## src/ckrd_pkg.sv

```systemverilog
// Shared types and constants for the keyed rotation decoder.
// Used by the key step unit, the range decoder and the top level.
`default_nettype none

package ckrd_pkg;

	localparam int CpW    = 21;
	localparam int KeyW   = 32;
	localparam int BStepW = 14;
	localparam int EStepW = 11;
	localparam int BOffW  = 15;
	localparam int EOffW  = 11;
	localparam int QuoW   = 19;

	localparam logic [BStepW-1:0] BaseMod  = 14'd10000;
	localparam logic [BOffW-1:0]  BaseSpan = 15'd20976;
	localparam logic [EOffW-1:0]  ExtSpan  = 11'd2000;

	localparam logic [KeyW-1:0] KeyRecip   = 32'hD1B7_1759;
	localparam int              RecipShift = 45;

	localparam logic [CpW-1:0] BaseLo = 21'h004E00;
	localparam logic [CpW-1:0] BaseHi = 21'h009FEF;
	localparam logic [CpW-1:0] ExtLo  = 21'h003400;
	localparam logic [CpW-1:0] ExtEnd = 21'h004B70;

	localparam logic [CpW-1:0] TgtAscii = 21'h000000;
	localparam logic [CpW-1:0] TgtFull  = 21'h00FF00;
	localparam logic [CpW-1:0] TgtPunct = 21'h003000;

	typedef struct packed {
		logic [BStepW-1:0] base;
		logic [EStepW-1:0] ext;
	} step_t;

	typedef enum logic [2:0] {
		WIN_ASCII = 3'b001,
		WIN_FULL  = 3'b010,
		WIN_PUNCT = 3'b100
	} win_t;

	typedef enum logic [3:0] {
		KS_IDLE = 4'b0001,
		KS_MUL  = 4'b0010,
		KS_SUB  = 4'b0100,
		KS_FOLD = 4'b1000
	} key_state_t;

	function automatic logic [CpW-1:0] win_target(input win_t w);
		logic [CpW-1:0] t;
		case (w)
			WIN_ASCII: t = TgtAscii;
			WIN_FULL:  t = TgtFull;
			WIN_PUNCT: t = TgtPunct;
			default:   t = TgtAscii;
		endcase
		return t;
	endfunction

endpackage

`default_nettype wire

```

## src/ckrd_key_unit.sv

```systemverilog
// Key step unit: reduces the 32-bit key hash mod 10000 and mod 2000 in steps
// (reciprocal multiply, multiply and subtract, fold). Depends on ckrd_pkg.
`default_nettype none

module ckrd_key_unit (
	input  wire logic                      clk,
	input  wire logic                      arst_n,
	input  wire logic                      wr,
	input  wire logic [31:0]               key,
	output logic                           busy,
	output ckrd_pkg::step_t                step
);
	import ckrd_pkg::*;

	localparam logic [BStepW-1:0] Ext1 = BStepW'(ExtSpan);
	localparam logic [BStepW-1:0] Ext2 = BStepW'(2 * ExtSpan);
	localparam logic [BStepW-1:0] Ext3 = BStepW'(3 * ExtSpan);
	localparam logic [BStepW-1:0] Ext4 = BStepW'(4 * ExtSpan);

	key_state_t        state_q;
	logic [KeyW-1:0]   key_q;
	logic [QuoW-1:0]   quo_q;
	logic [BStepW-1:0] rb_q;
	logic [EStepW-1:0] re_q;
	logic [2*KeyW-1:0] prod;
	logic [KeyW-1:0]   qmul;
	logic [KeyW-1:0]   rem;
	logic [EStepW-1:0] re_nxt;

	always_comb begin
		prod = (2*KeyW)'(key_q) * (2*KeyW)'(KeyRecip);
		qmul = KeyW'(quo_q) * KeyW'(BaseMod);
		rem  = key_q - qmul;
		if (rb_q >= Ext4) begin
			re_nxt = EStepW'(rb_q - Ext4);
		end else if (rb_q >= Ext3) begin
			re_nxt = EStepW'(rb_q - Ext3);
		end else if (rb_q >= Ext2) begin
			re_nxt = EStepW'(rb_q - Ext2);
		end else if (rb_q >= Ext1) begin
			re_nxt = EStepW'(rb_q - Ext1);
		end else begin
			re_nxt = EStepW'(rb_q);
		end
	end

	always_ff @(posedge clk or negedge arst_n) begin
		if (!arst_n) begin
			state_q <= KS_IDLE;
			rb_q    <= '0;
			re_q    <= '0;
		end else begin
			case (state_q)
				KS_IDLE: begin
					if (wr) begin
						state_q <= KS_MUL;
					end
				end
				KS_MUL: begin
					state_q <= KS_SUB;
				end
				KS_SUB: begin
					rb_q    <= rem[BStepW-1:0];
					state_q <= KS_FOLD;
				end
				KS_FOLD: begin
					re_q    <= re_nxt;
					state_q <= KS_IDLE;
				end
				default: begin
					state_q <= KS_IDLE;
				end
			endcase
		end
	end

	always_ff @(posedge clk) begin
		if (wr) begin
			key_q <= key;
		end
		if (state_q == KS_MUL) begin
			quo_q <= prod[RecipShift+QuoW-1:RecipShift];
		end
	end

	assign busy      = (state_q != KS_IDLE);
	assign step.base = rb_q;
	assign step.ext  = re_q;

endmodule

`default_nettype wire

```

## src/ckrd_decode.sv

```systemverilog
// Range decoder: rotates a code point back by the current offsets in its range.
// Depends on ckrd_pkg.
`default_nettype none

module ckrd_decode (
	input  wire logic [20:0] cp,
	input  wire logic [14:0] boff,
	input  wire logic [10:0] eoff,
	output logic      [20:0] plain,
	output logic             mapped
);
	import ckrd_pkg::*;

	logic              in_base;
	logic              in_ext;
	logic [BOffW-1:0]  rel_b;
	logic [BOffW:0]    d_b;
	logic [BOffW-1:0]  res_b;
	logic [12:0]       rel_e;
	win_t              win;
	logic [12:0]       win_base;
	logic [EOffW-1:0]  pos_e;
	logic [EOffW:0]    d_e;
	logic [EOffW-1:0]  res_e;

	always_comb begin
		in_base = (cp >= BaseLo) && (cp <= BaseHi);
		in_ext  = (cp >= ExtLo) && (cp < ExtEnd);

		rel_b = BOffW'(cp - BaseLo);
		d_b   = {1'b0, rel_b} - {1'b0, boff};
		res_b = d_b[BOffW] ? BOffW'(d_b + {1'b0, BaseSpan}) : d_b[BOffW-1:0];

		rel_e = 13'(cp - ExtLo);
		if (rel_e < 13'd2000) begin
			win = WIN_ASCII;
			win_base = 13'd0;
		end else if (rel_e < 13'd4000) begin
			win = WIN_FULL;
			win_base = 13'd2000;
		end else begin
			win = WIN_PUNCT;
			win_base = 13'd4000;
		end
		pos_e = EOffW'(rel_e - win_base);
		d_e   = {1'b0, pos_e} - {1'b0, eoff};
		res_e = d_e[EOffW] ? EOffW'(d_e + {1'b0, ExtSpan}) : d_e[EOffW-1:0];

		if (in_base) begin
			plain  = BaseLo + CpW'(res_b);
			mapped = 1'b1;
		end else if (in_ext) begin
			plain  = win_target(win) + CpW'(res_e);
			mapped = 1'b1;
		end else begin
			plain  = cp;
			mapped = 1'b0;
		end
	end

endmodule

`default_nettype wire

```

## src/cjk_keyed_rotation_decoder.sv

```systemverilog
// Top level of the keyed rotation decoder: offset tracking, input and result stages.
// Depends on ckrd_pkg, ckrd_key_unit and ckrd_decode.
`default_nettype none

// Decodes one code point per cycle unless stalled, through an input stage and a
// result stage; result_stall back-pressures through a one-deep input stage.
// Both running offsets advance by one modular add at the beat an item is
// taken, and return to zero after an item marked last_of_text. A write of
// key_hash starts a reduction of the key mod 10000 and mod 2000; cfg_ready is
// low and item_stall high during it.
module cjk_keyed_rotation_decoder (
	input  wire logic        clk,
	input  wire logic        arst_n,
	input  wire logic        cfg_valid,
	output logic             cfg_ready,
	input  wire logic [31:0] key_hash,
	input  wire logic        item_valid,
	output logic             item_stall,
	input  wire logic [20:0] code_point,
	input  wire logic        last_of_text,
	output logic             result_valid,
	input  wire logic        result_stall,
	output logic      [20:0] plain_point,
	output logic             mapped
);
	import ckrd_pkg::*;

	step_t            step;
	logic             key_busy;
	logic             accept;
	logic             out_take;
	logic             s1_ready;
	logic [BOffW-1:0] boff_q;
	logic [EOffW-1:0] eoff_q;
	logic [BOffW:0]   bsum;
	logic [EOffW:0]   esum;
	logic [BOffW-1:0] boff_adv;
	logic [EOffW-1:0] eoff_adv;
	logic             valid_s1;
	logic [CpW-1:0]   cp_s1;
	logic [BOffW-1:0] boff_s1;
	logic [EOffW-1:0] eoff_s1;
	logic             valid_s2;
	logic [CpW-1:0]   plain_s2;
	logic             mapped_s2;
	logic [CpW-1:0]   dec_plain;
	logic             dec_mapped;

	ckrd_key_unit u_key (
		.clk    (clk),
		.arst_n (arst_n),
		.wr     (cfg_valid && cfg_ready),
		.key    (key_hash),
		.busy   (key_busy),
		.step   (step)
	);

	ckrd_decode u_dec (
		.cp     (cp_s1),
		.boff   (boff_s1),
		.eoff   (eoff_s1),
		.plain  (dec_plain),
		.mapped (dec_mapped)
	);

	assign cfg_ready  = !key_busy;
	assign out_take   = !valid_s2 || !result_stall;
	assign s1_ready   = !valid_s1 || out_take;
	assign item_stall = key_busy || !s1_ready;
	assign accept     = item_valid && !item_stall;

	always_comb begin
		bsum = {1'b0, boff_q} + (BOffW+1)'(step.base);
		esum = {1'b0, eoff_q} + (EOffW+1)'(step.ext);
		boff_adv = (bsum >= {1'b0, BaseSpan}) ? BOffW'(bsum - {1'b0, BaseSpan})
			: bsum[BOffW-1:0];
		eoff_adv = (esum >= {1'b0, ExtSpan}) ? EOffW'(esum - {1'b0, ExtSpan})
			: esum[EOffW-1:0];
	end

	always_ff @(posedge clk or negedge arst_n) begin
		if (!arst_n) begin
			boff_q   <= '0;
			eoff_q   <= '0;
			valid_s1 <= 1'b0;
			valid_s2 <= 1'b0;
		end else begin
			if (accept) begin
				boff_q <= last_of_text ? '0 : boff_adv;
				eoff_q <= last_of_text ? '0 : eoff_adv;
			end
			if (s1_ready) begin
				valid_s1 <= accept;
			end
			if (out_take) begin
				valid_s2 <= valid_s1;
			end
		end
	end

	always_ff @(posedge clk) begin
		if (accept) begin
			cp_s1   <= code_point;
			boff_s1 <= boff_adv;
			eoff_s1 <= eoff_adv;
		end
		if (out_take && valid_s1) begin
			plain_s2  <= dec_plain;
			mapped_s2 <= dec_mapped;
		end
	end

	assign result_valid = valid_s2;
	assign plain_point  = plain_s2;
	assign mapped       = mapped_s2;

endmodule

`default_nettype wire

```

## config.mk

```make
export PLATFORM = sky130hd
export DESIGN_NAME = cjk_keyed_rotation_decoder
export DESIGN_NICKNAME = d
export VERILOG_FILES = /design/src/ckrd_pkg.sv /design/src/ckrd_key_unit.sv /design/src/ckrd_decode.sv /design/src/cjk_keyed_rotation_decoder.sv
export SDC_FILE = /design/constraint.sdc
export NUM_CORES = 2
export LEC_CHECK = 0
export ABC_AREA = 1
export BUFFER_PORTS_ARGS = -buffer_cell sky130_fd_sc_hd__buf_2
export CAP_MARGIN = 40
export CORE_MARGIN = 10
export CORE_UTILIZATION = 60
export DETAILED_ROUTE_END_ITERATION = 12
export HOLD_SLACK_MARGIN = 0.06
export PLACE_DENSITY = 0.79
export SYNTH_ARGS = -nofsm -noshare
export SYNTH_HDL_FRONTEND = slang
export SYNTH_SLANG_ARGS = --single-unit
```

## constraint.sdc

```tcl
create_clock -name clk -period 7.2 [get_ports clk]
set_input_delay 0.36 -clock clk [delete_from_list [all_inputs] [get_ports clk]]
set_output_delay 0.36 -clock clk [all_outputs]
set_load 0.01 [all_outputs]
```

==> summary.md <==
| Metric | Value |
|---|---|
| Met1 Wirelength | ~31000 um |
| Asr flop ratio synth | 0.339 |
| Critical path peak fanout | 7 |
| Diode count | 0 |
| #FFs+latches synth | 168 |
| Worst R2R Path Depth | 21 |
| Dpl cell area | 0.0299 mm2 |
| Synth top area share | 0.316 |
| Die height | 238 um |
| Clock Skews | between 20 and 25 ps |
| Gr ovfl total | 0 |
| 1st-iter DRT viols | 1388 |
| Std cell rows | 79 |
| Rel. slew slack | 0.437 |
| Fmax | 0.144 GHz |
| Crit start category | flop |
| Fin. max-slew vios | 0 |
| DR WL met3 | 4810 um |
| Aggregate routed wire length | 81300 um |
| Post-synth cell types | 60 |
| CTS tree | done |
| Nets | around 4200 |
| Number of fill cells | 3786 |
| Fin util | 0.666 |
| GPL Wtd Cong | 1.03 |
| Synth Flop Type | edfxtp_1 |
| Slowest CP cell | fa_1 |
| Post-route setup TNS | 0 ps |
| First-pass GRT wire length | 129000 um |
| CP endpoint | u_key.quo_q[9]$_DFFE_PP_ |
| Cell Chain, Critical Path | buf_4 -> ha_1 -> inv_1 -> fa_1 -> inv_1 -> fa_1 -> fa_1 -> fa_1 -> fa_1 -> fa_1 -> ha_1 -> ha_1 -> nand2_1 -> or3_1 -> nor2_1 -> inv_1 -> nor3_1 -> nand3_1 -> nand3_1 -> a31oi_1 -> xor2_1 |
| Area growth syn-to-layout | 9.38% |
| Worst slew pin tran | around 840 ps |
| CTS root buffer | clkbuf_16 |
| Finished layout cell area | 0.0311 mm2 |
| CP endpoint kind | flop |
| Hold path cells | 1 |
| Number of global-route vias before repair | 23200 |
| Fin. Hold Viols | 0 |
| I/O pins | 84 |
| EDFF count, synth | 111 |
| DIE WIDTH | 238 um |
| DPL Wire Length | 70800 um |
| Sequential area share after synthesis | 0.168 |
| Place WS | 193 ps |
| Mapped Avg Cell Area | 9.13 um2 |
| PortBufs | 83 |
| Detailed-route via count | 21500 |
| Initial antenna violation count | 0 |
| Share of cells above drive strength 1 | 0.0660 |
| Max-Cap Viols | 0 |
| Worst-path clk slew | around 80 ps |
| Commonest non-fill, non-tap cells in the layout | inv_1, fa_1, ha_1 |
| Worst Setup SP | u_key.key_q[11]$_DFFE_PP_ |
| Antenna Nets Post-Route | 0 |
| DRC | 0 |
| Die Footprint | 0.0565 mm2 |
| CTS Buf Count | 17 |
| Critical R2R Capture | u_key.quo_q[9]$_DFFE_PP_ |
| Fin crit period | roughly 6900 ps |
| Overall routing resource usage | 0.301 |
| Final setup fails | 0 |
| Fin crit share | 0.961 |
| RR Startpoint | u_key.key_q[11]$_DFFE_PP_ |
| Largest cells by area after synthesis | fa_1, ha_1, edfxtp_1 |
| CTS max path bufs | 2 |
| WL/cell | 20.7 um |
| Critical path class | reg -> reg |
| Routed vias/inst | about 5.5 |
| Setup ws final | roughly 280 ps |
| TritonRoute pass-1 iters | 7 |
| Most common cell type on the critical path | fa_1 |
| Largest net degree at the start of global routing | 58 |
| Syn_nets | 4042 |
| Worst skew pair latency | 510 ps |
| Commonest non-fill, non-tap cell in the layout | inv_1 |
| Core Region | 0.0467 mm2 |
| Synth area leader | fa_1 |
| CP max stage delay | approximately 550 ps |
| Critical path required time | approximately 7400 ps |
| Synth Instances | about 3100 |
| Status | finished clean |
| Post-Synthesis Cell Area | 0.0284 mm2 |
| Ys Warns | 0 |
| H-tree levels | 4 |
| Worst Hold Class | in -> reg |
| WL met2 | a little over 40000 um |
| Max layer used | met4 |
| Worst R2R Setup Slack | 280 ps |
| Clock sink count | approximately 170 |
| Initial Util | 0.609 |
| CP arrival | between 7000 and 8000 ps |
[worst min path at each step]
stage / from / end / slack, ps
2_1_floorplan: arst_n / boff_q[0]$_DFFE_PN0P_ / 60
3_3_place_gp: cp_s1[17]$_DFFE_PP_ / plain_point[17]$_SDFFCE_PP0P_ / 430
3_5_place_dp: cp_s1[20]$_DFFE_PP_ / plain_point[20]$_SDFFCE_PP0P_ / 440
4_1_cts: key_hash[15] / u_key.key_q[15]$_DFFE_PP_ / 60
5_1_grt: key_hash[15] / u_key.key_q[15]$_DFFE_PP_ / 70
6_report: key_hash[15] / u_key.key_q[15]$_DFFE_PP_ / 90
[registers in the layout, indices dropped and copies added, names as in the netlist]
signal	cells
u_key.key_q	32
cp_s1	21
plain_point	21
boff_q	15
boff_s1	15
u_key.rb_q	14
eoff_q	11
eoff_s1	11
u_key.re_q	11
u_key.quo_q	10
u_key.state_q	4
mapped	1
result_valid	1
valid_s1	1
[cell type report]
type	instances	area, um2	share of cell area
inverters	887	3330	0.107
repair buffers	190	1380	0.0443
clock buffers	18	429	0.0138
multi-input cells	2041	20300	0.652
flip-flops and latches	168	4760	0.153
clock inverters	14	153	0.00491
well taps	607	759	0.0244
[per-layer routing]
metal,track usage,vias to the layer above
li1,-,10000
met1,0.356,10600
met2,0.519,707
met3,0.0562,187
met4,0.150,0
met5,0,-
[stage by stage]
step / std cells / hold slack, ps
2_1_floorplan: 3112 / 64.4
3_3_place_gp: 3831 / 433
3_5_place_dp: 3833 / 443
4_1_cts: 3918 / 61.3
5_1_grt: 3925 / 67.0
6_report: 3925 / 91.0
[cell usage after synthesis, drive strengths merged (4+ instances only)]
| master | count |
|---|---|
| dfrtp | 56 |
| nand3b | 9 |
| a21o | 4 |
| nand4 | 19 |
| nor4 | 7 |
| a31oi | 8 |
| o21a | 12 |
| a21oi | 135 |
| a21boi | 7 |
| nand3 | 112 |
| nor3 | 24 |
| o2111ai | 4 |
| clkbuf | 12 |
| buf | 4 |
| ha | 422 |
| o211ai | 14 |
| inv | 885 |
| fa | 449 |
| o221ai | 6 |
| edfxtp | 111 |
| nand2 | 437 |
| o21ai | 93 |
| xnor2 | 27 |
| a22o | 7 |
| xor2 | 65 |
| nor2 | 137 |
| o21bai | 10 |
| and2 | 7 |
| or2 | 4 |
[critical path: cells and delay by family (launching register included)]
kind            cells  cell delay (ps)
fa+ha+maj           9             4190
simple gates        6             1190
flops               1              510
buf+inv             4              500
xor+xnor            1              160
compound gates      1              120
[cell families after synthesis]
kind of cell,Yosys count,share of synthesized area
buffers and inverters,903,0.120
adders and majority gates,871,0.502
and+or+nand+nor,757,0.114
AOI/OAI and AO/OA,321,0.0669
DFF,168,0.168
xor gates and xnor gates,92,0.0293
[timing repair]
action	in CTS	in global routing
resized for setup	0	2
hold buffers	53	0
setup buffers	0	7
endpoints found under the setup margin	0	4
hold endpoints to repair	108	0
Power is left out: the tool's default activity adds up to more than one toggle a clock period on the data nets, which glitch-free logic cannot reach.
